`src/hough_circle_vote_accumulator_defines.svh`:
```
// Assertion macros used by the top-level file to check its own logic.
`ifndef HOUGH_CIRCLE_VOTE_ACCUMULATOR_DEFINES_SVH
`define HOUGH_CIRCLE_VOTE_ACCUMULATOR_DEFINES_SVH

`ifndef ASSERT_OFF
`define HCA_ASSERT_IMPLY(lbl, clk, rst, ante, cons, msg) \
   lbl: assert property (@(posedge clk) disable iff (rst) (ante) |-> (cons)) else $error(msg);
`define HCA_ASSERT_NEXT(lbl, clk, rst, ante, cons, msg) \
   lbl: assert property (@(posedge clk) disable iff (rst) (ante) |=> (cons)) else $error(msg);
`else
`define HCA_ASSERT_IMPLY(lbl, clk, rst, ante, cons, msg)
`define HCA_ASSERT_NEXT(lbl, clk, rst, ante, cons, msg)
`endif

`endif

```
`src/hca_pkg.sv`:
```
`timescale 1ns / 1ps

package hca_pkg;

   localparam int IMAGE_ROWS_DEF = 240;
   localparam int IMAGE_COLS_DEF = 320;
   localparam int NUM_RADII_DEF  = 50;

   localparam int CMD_W    = 2;
   localparam int ROW_W    = 8;
   localparam int COL_W    = 9;
   localparam int RIDX_W   = 6;
   localparam int PIX_W    = 8;
   localparam int RADIUS_W = 8;
   localparam int COUNT_W  = 3;
   localparam int CAST_W   = 8;
   localparam int REQ_W    = 32;
   localparam int RSP_W    = 16;
   localparam int COORD_W  = 14;
   localparam int EPOCH_W  = 4;

   localparam int CSR_ADDR_W = 4;
   localparam int CSR_DATA_W = 32;

   localparam logic [RADIUS_W-1:0] MIN_RADIUS_RST     = 8'd10;
   localparam logic [PIX_W-1:0]    EDGE_VALUE_RST     = 8'd255;
   localparam logic [COUNT_W-1:0]  VOTE_THRESHOLD_RST = 3'd1;
   localparam logic [COUNT_W-1:0]  COUNT_MAX          = 3'd4;

   typedef enum logic [CMD_W-1:0] {
      CMD_VOTE  = 2'd0,
      CMD_QUERY = 2'd1,
      CMD_CLEAR = 2'd2
   } hca_cmd_type;

   typedef enum logic [1:0] {
      REG_MIN_RADIUS     = 2'd0,
      REG_EDGE_VALUE     = 2'd1,
      REG_VOTE_THRESHOLD = 2'd2
   } hca_reg_type;

   typedef enum logic [1:0] {
      DIR_LEFT  = 2'd0,
      DIR_UP    = 2'd1,
      DIR_RIGHT = 2'd2,
      DIR_DOWN  = 2'd3
   } hca_dir_type;

   typedef enum logic [2:0] {
      ST_INIT,
      ST_IDLE,
      ST_ISSUE,
      ST_DRAIN,
      ST_WIPE,
      ST_FINISH
   } hca_state_type;

   typedef struct packed {
      logic              valid;
      logic              query;
      logic              last;
      logic              k_ok;
      hca_dir_type       dir;
      logic [ROW_W-1:0]  row;
      logic [COL_W-1:0]  col;
   } hca_op_type;

   typedef struct packed {
      logic valid;
      logic query;
      logic last;
      logic hit;
   } hca_flags_type;

   function automatic int idx_width(input longint unsigned n);
      int w;
      w = (n > 1) ? $clog2(n) : 1;
      return w;
   endfunction

endpackage

```
`src/hca_ctrl.sv`:
```
`timescale 1ns / 1ps

module hca_ctrl #(
   parameter int IMAGE_ROWS = hca_pkg::IMAGE_ROWS_DEF,
   parameter int IMAGE_COLS = hca_pkg::IMAGE_COLS_DEF,
   parameter int NUM_RADII  = hca_pkg::NUM_RADII_DEF,
   localparam longint unsigned CELLS =
      longint'(IMAGE_ROWS) * longint'(IMAGE_COLS) * longint'(NUM_RADII),
   localparam int K_W    = hca_pkg::idx_width(NUM_RADII),
   localparam int ADDR_W = hca_pkg::idx_width(CELLS)
) (
   input  logic                            clock,
   input  logic                            reset,
   input  logic                            req_tvalid,
   output logic                            req_tready,
   input  logic [hca_pkg::REQ_W-1:0]       req_tdata,
   input  logic [hca_pkg::CMD_W-1:0]       req_tuser,
   output logic                            rsp_tvalid,
   input  logic                            rsp_tready,
   output logic [hca_pkg::RSP_W-1:0]       rsp_tdata,
   input  logic [hca_pkg::PIX_W-1:0]       edge_value,
   input  logic [hca_pkg::COUNT_W-1:0]     vote_threshold,
   output hca_pkg::hca_op_type             op,
   output logic [K_W-1:0]                  op_k,
   input  hca_pkg::hca_flags_type          retire_flags,
   input  logic [hca_pkg::COUNT_W-1:0]     retire_count,
   output logic [hca_pkg::EPOCH_W-1:0]     epoch,
   output logic                            wipe_we,
   output logic [ADDR_W-1:0]               wipe_addr
);

   localparam logic [K_W-1:0]    LAST_K    = K_W'(NUM_RADII - 1);
   localparam logic [ADDR_W-1:0] LAST_CELL = ADDR_W'(CELLS - 1);

   hca_pkg::hca_state_type state_in, state_ff;

   logic [hca_pkg::ROW_W-1:0]   in_row;
   logic [hca_pkg::COL_W-1:0]   in_col;
   logic [hca_pkg::RIDX_W-1:0]  in_ridx;
   logic [hca_pkg::PIX_W-1:0]   in_pix;
   logic                        req_fire;
   logic                        is_vote;
   logic                        is_query;
   logic                        is_clear;
   logic                        op_last;
   logic                        op_valid;
   logic                        wipe_end;
   logic                        rsp_load;

   logic [K_W-1:0]               k_in, k_ff;
   hca_pkg::hca_dir_type         dir_in, dir_ff;
   logic                         query_in, query_ff;
   logic                         k_ok_in, k_ok_ff;
   logic [hca_pkg::ROW_W-1:0]    row_in, row_ff;
   logic [hca_pkg::COL_W-1:0]    col_in, col_ff;
   logic [hca_pkg::EPOCH_W-1:0]  epoch_in, epoch_ff;
   logic [ADDR_W-1:0]            wipe_in, wipe_ff;
   logic [hca_pkg::COUNT_W-1:0]  count_in, count_ff;
   logic [hca_pkg::CAST_W-1:0]   cast_in, cast_ff;
   logic                         rsp_valid_in, rsp_valid_ff;
   logic [hca_pkg::RSP_W-1:0]    rsp_data_in, rsp_data_ff;

   assign in_row  = req_tdata[7:0];
   assign in_col  = req_tdata[16:8];
   assign in_ridx = req_tdata[22:17];
   assign in_pix  = req_tdata[30:23];

   assign req_fire = req_tvalid && req_tready;
   assign is_vote  = (req_tuser == hca_pkg::CMD_VOTE) && (in_pix == edge_value);
   assign is_query = (req_tuser == hca_pkg::CMD_QUERY);
   assign is_clear = (req_tuser == hca_pkg::CMD_CLEAR);
   assign op_last  = query_ff || ((k_ff == LAST_K) && (dir_ff == hca_pkg::DIR_DOWN));
   assign wipe_end = (wipe_ff == LAST_CELL);

   always_comb begin
      state_in = state_ff;
      case (state_ff)
         hca_pkg::ST_INIT: begin
            if (wipe_end) begin
               state_in = hca_pkg::ST_IDLE;
            end
         end
         hca_pkg::ST_IDLE: begin
            if (req_fire) begin
               if (is_vote || is_query) begin
                  state_in = hca_pkg::ST_ISSUE;
               end else if (is_clear && (epoch_ff == '1)) begin
                  state_in = hca_pkg::ST_WIPE;
               end else begin
                  state_in = hca_pkg::ST_FINISH;
               end
            end
         end
         hca_pkg::ST_ISSUE: begin
            if (op_last) begin
               state_in = hca_pkg::ST_DRAIN;
            end
         end
         hca_pkg::ST_DRAIN: begin
            if (retire_flags.valid && retire_flags.last) begin
               state_in = hca_pkg::ST_FINISH;
            end
         end
         hca_pkg::ST_WIPE: begin
            if (wipe_end) begin
               state_in = hca_pkg::ST_FINISH;
            end
         end
         hca_pkg::ST_FINISH: begin
            if (rsp_load) begin
               state_in = hca_pkg::ST_IDLE;
            end
         end
         default: begin
            state_in = hca_pkg::ST_INIT;
         end
      endcase
   end

   always_comb begin
      req_tready = 1'b0;
      wipe_we    = 1'b0;
      rsp_load   = 1'b0;
      op_valid   = 1'b0;
      case (state_ff)
         hca_pkg::ST_INIT: begin
            wipe_we = 1'b1;
         end
         hca_pkg::ST_IDLE: begin
            req_tready = 1'b1;
         end
         hca_pkg::ST_ISSUE: begin
            op_valid = 1'b1;
         end
         hca_pkg::ST_DRAIN: begin
            op_valid = 1'b0;
         end
         hca_pkg::ST_WIPE: begin
            wipe_we = 1'b1;
         end
         hca_pkg::ST_FINISH: begin
            rsp_load = !rsp_valid_ff || rsp_tready;
         end
         default: begin
            req_tready = 1'b0;
         end
      endcase
   end

   always_comb begin
      op.valid = op_valid;
      op.query = query_ff;
      op.last  = op_last;
      op.k_ok  = k_ok_ff;
      op.dir   = dir_ff;
      op.row   = row_ff;
      op.col   = col_ff;
      op_k     = k_ff;

      k_in     = k_ff;
      dir_in   = dir_ff;
      query_in = query_ff;
      k_ok_in  = k_ok_ff;
      row_in   = row_ff;
      col_in   = col_ff;
      epoch_in = epoch_ff;
      wipe_in  = wipe_ff;
      count_in = count_ff;
      cast_in  = cast_ff;

      if (req_fire) begin
         query_in = is_query;
         k_ok_in  = !is_query || (int'(in_ridx) < NUM_RADII);
         k_in     = is_query ? K_W'(in_ridx) : '0;
         dir_in   = hca_pkg::DIR_LEFT;
         row_in   = in_row;
         col_in   = in_col;
         count_in = '0;
         cast_in  = '0;
         if (is_clear) begin
            epoch_in = epoch_ff + 1'b1;
         end
      end else if (op_valid) begin
         dir_in = hca_pkg::hca_dir_type'(dir_ff + 2'd1);
         if (dir_ff == hca_pkg::DIR_DOWN) begin
            k_in = k_ff + 1'b1;
         end
      end

      if (retire_flags.valid) begin
         if (retire_flags.query) begin
            count_in = retire_flags.hit ? retire_count : '0;
         end else if (retire_flags.hit && (cast_ff != '1)) begin
            cast_in = cast_ff + 1'b1;
         end
      end

      if (wipe_we) begin
         wipe_in = wipe_end ? '0 : wipe_ff + 1'b1;
      end

      rsp_valid_in = rsp_valid_ff && !rsp_tready;
      rsp_data_in  = rsp_data_ff;
      if (rsp_load) begin
         rsp_valid_in = 1'b1;
         rsp_data_in  = hca_pkg::RSP_W'({cast_ff, (count_ff > vote_threshold), count_ff});
      end
   end

   always_ff @(posedge clock) begin
      if (reset) begin
         state_ff     <= hca_pkg::ST_INIT;
         epoch_ff     <= '0;
         wipe_ff      <= '0;
         rsp_valid_ff <= 1'b0;
      end else begin
         state_ff     <= state_in;
         epoch_ff     <= epoch_in;
         wipe_ff      <= wipe_in;
         rsp_valid_ff <= rsp_valid_in;
      end
   end

   always_ff @(posedge clock) begin
      k_ff        <= k_in;
      dir_ff      <= dir_in;
      query_ff    <= query_in;
      k_ok_ff     <= k_ok_in;
      row_ff      <= row_in;
      col_ff      <= col_in;
      count_ff    <= count_in;
      cast_ff     <= cast_in;
      rsp_data_ff <= rsp_data_in;
   end

   assign epoch      = epoch_ff;
   assign wipe_addr  = wipe_ff;
   assign rsp_tvalid = rsp_valid_ff;
   assign rsp_tdata  = rsp_data_ff;

endmodule

```
`config.mk`:
```
export PLATFORM = sky130hd
export DESIGN_NAME = hca_ctrl
export DESIGN_NICKNAME = d
export VERILOG_FILES = /design/src/hough_circle_vote_accumulator_defines.svh /design/src/hca_pkg.sv /design/src/hca_ctrl.sv
export SDC_FILE = /design/constraint.sdc
export NUM_CORES = 1
export LEC_CHECK = 0
export BUFFER_PORTS_ARGS = -buffer_cell sky130_fd_sc_hd__buf_2
export CORE_ASPECT_RATIO = 1.4
export CORE_UTILIZATION = 50
export CTS_CLUSTER_DIAMETER = 80
export CTS_CLUSTER_SIZE = 40
export DETAILED_ROUTE_END_ITERATION = 8
export PLACE_DENSITY = 0.84
export SLEW_MARGIN = 20
export SYNTH_ARGS = -nofsm -noshare
export SYNTH_HDL_FRONTEND = slang
export SYNTH_SLANG_ARGS = --single-unit
export TNS_END_PERCENT = 30
```
`constraint.sdc`:
```
create_clock -name clock -period 2.9 [get_ports clock]
set_input_delay 0.435 -clock clock [delete_from_list [all_inputs] [get_ports clock]]
set_output_delay 0.435 -clock clock [all_outputs]
set_load 0.01 [all_outputs]
```
==> results.toml <==
[clock_network]
htreeDepth = 3
clock_latency_ns = 0.35
cts_resized = 0
cts_tree = "done"
clock-sinks = 80
clk_pin_slew_worst_paths_ns = 0.08
post-cts-setup-buffers = 0
postCtsHoldBufs = 0
clockBufferDepth = 2
cts-root-buf = "clkbuf_8"
numCtsBuffers = 9

[floorplan]
dieArea_sq_um = 7635
coreArea_sq_um = 6982
num_rows = 36
dieWidth_um = 74.14
ios = 130
die_h_um = 103.0
initial_utilization_pct = 52.17

[drt]
antenna_left = 0
drt-total-wl_um = 7957
wl_per_cell_um = 13.86
drtPass1Iterations = 4
drt_iter0_markers = 225
viasPerCell = 5.176
vias = 2971
drc = 0

[power_and_ir_drop]
vdd_drop_max_v = 0.0003353
p_total_mw = 2.189
p_leak_nw = 1.890
cellPowerDensity_nw_per_um2 = 486.6

[placement]
gp_congestion = 0.8885
port_buffers = 124
dp_hpwl_um = 5947

[final_layout]
diodes = 0
multi_input_area_sq_um = 1504
final_util_pct = 64.43
drive_above_1_share_pct = 31.73
finalNetCount = 539
regArea_sq_um = 1972
fillers = 555
areaGrowthSynthToFinish_pct = 23.50

[logic_synthesis]
ys_types = 52
yosysTopAreaCellShare_pct = 30.50
synthTopCellsByArea = "edfxtp_1 31%, dfxtp_1 24%, xor2_1 4.6%, nand3_1 3.8%, o21ai_0 3.6%"
synth-main-ff-cell = "dfxtp_1"
yosysTopAreaCell = "edfxtp_1"
syn_inst = 350
syn_avg_cell_area_sq_um = 10.41
yosysMostFrequentCell = "dfxtp_1"
synth_edf_count = 37
synth_area_sq_um = 3642
async_flop_share_pct = 0
ys_ff_latch = 80
ys_seq_area_share_pct = 54.14
synthTopCellsByCount = "43 x dfxtp_1, 37 x edfxtp_1, 29 x nor2_1, 28 x nand3_1, 26 x o21ai_0"
ys.warnings.count = 0

[sta]
fin_crit_sh_pct = 75.06
tightest_slew_ns = 0.6665
skew_ns = 0.006871
setup-tns-final_ns = 0
timing.fmax_mhz = 459.4
slew_viol_final = 0
final_hold_viol_count = 0
setup_violations = 0
rsz0062_at_grt = "no"
slew_headroom_pct = 55.48
fin_crit_ns = 2.177

[setup_path]
crit_arrival_ns = 2.41
required_ns = 3.13
critPathCaptureType = "flip-flop"
slowest_stage = "clkinv_2"
cp_max_fo = 34
reg2reg_slack_ns = 0.72
crit_chain = "and2b_1 -> nand2b_1 -> clkinv_2 -> nand2_1 -> xor2_1 -> nor2_1"
path_class = "reg -> reg"
setup.worst_path.start_class = "flip-flop"
critPathLaunch = "state_ff[1]"
cp_slowest_stage_delay_ns = 0.51
r2r-start = "state_ff[1]"

[global_route]
grt_pass1_vias = 2704
grtUsageTotal_pct = 21.13
grt_start_max_net_pins = 35
grt_pass1_wl_um = 12150
overflow = 0
antenna_found_initial = 0

[run_status]
status = "complete, no violations"

[worst_hold_path]
min_from = "req_tdata[16]"
hp-class = "in -> reg"

[job]
drv_cap = 0
-- metal layers --
| metal | GRT usage [%] | share of wire (%) | vias to the layer above |
|---|---|---|---|
| li1 | - | - | 1494 |
| met3 | 5.474 | 6.4 | 10 |
| met2 | 37.06 | 52 | 105 |
| met1 | 23.61 | 40 | 1362 |
| met4 | 9.763 | 1.4 | 0 |
| met5 | 0 | 0 | - |
-- final cells by class --
| cell class | instances | share of cell area (%) |
|---|---|---|
| multi-input cells | 241 | 33.44 |
| well taps | 95 | 2.643 |
| clock inverters | 5 | 1.252 |
| inverters | 15 | 1.391 |
| flip-flops and latches | 80 | 43.84 |
| repair buffers | 127 | 14.30 |
| clock buffers | 11 | 3.143 |
-- registers in the layout, indices dropped and copies added, names as in the netlist --
register    flops
cast_ff         8
col_ff          9
count_ff        3
dir_ff          2
epoch           4
k_ok_ff         1
op_k            6
query_ff        1
row_ff          8
rsp_tdata      12
rsp_tvalid      1
state_ff        3
wipe_addr      22
-- cells in the final DEF, fill, tap and decap left out, types with 4 or more instances in the layout --
cell type and instances:
nand2b_1 4, nand4_1 9, inv_1 13, nand2_1 25, buf_2 124, or3_1 9
a21oi_1 14, and3_1 7, nor3_1 6, edfxtp_1 37, clkbuf_8 10, o21ai_0 26
nor2_1 29, xnor2_1 12, dfxtp_1 43, conb_1 4, nand3_1 28, ha_1 9
xor2_1 19
-- kinds of logic (layout without fill, tap and decap cells) --
family | Yosys count | in the layout | synth area share [%]
flip-flops | 80 | 80 | 54.14
AO/OA/AOI/OAI | 59 | 59 | 9.653
XOR/XNOR | 31 | 31 | 7.454
adder cells (fa/ha/maj) | 9 | 9 | 3.092
multiplexers | 1 | 1 | 0.2748
AND/OR/NAND/NOR | 137 | 137 | 20.41
other | 1 | 4 | 0.1030
buffers and inverters | 32 | 158 | 4.878
-- power breakdown --
part	total [mW]	internal [mW]	leakage (nW)	switching [mW]
combinational	0.146	0.0703	1.12	0.0754
clock	0.804	0.420	0.0993	0.384
sequential	1.24	1.21	0.673	0.0332
total	2.19	1.70	1.89	0.493
-- path summary, 6_finish.rpt --
check / end / cells after the start
min reg2reg: rsp_tdata[0] / 0
max reg2reg: epoch[0] / 6
min: col_ff[8] / 1
max: epoch[0] / 6
-- worst max-delay path: cells and delay by family (launching register included) --
| family | cells | cell delay, ns |
|---|---|---|
| xor+xnor | 1 | 0.17 |
| simple gates | 4 | 0.87 |
| buf+inv | 1 | 0.51 |
| flops | 1 | 0.49 |
-- through the flow --
step	setup slack [ns]	std cells	hold slack, ns	area (sq um)
final	0.7234	574	0.2552	4498
after global routing	0.4855	574	0.2409	4498
after CTS	0.7128	574	0.2378	4498
after detailed placement	0.7149	558	0.4473	4300
after global placement	0.7752	558	0.4467	4300
after floorplan	0.8164	353	0.4298	3654
No activity file was read; power rests on OpenSTA's default activity.
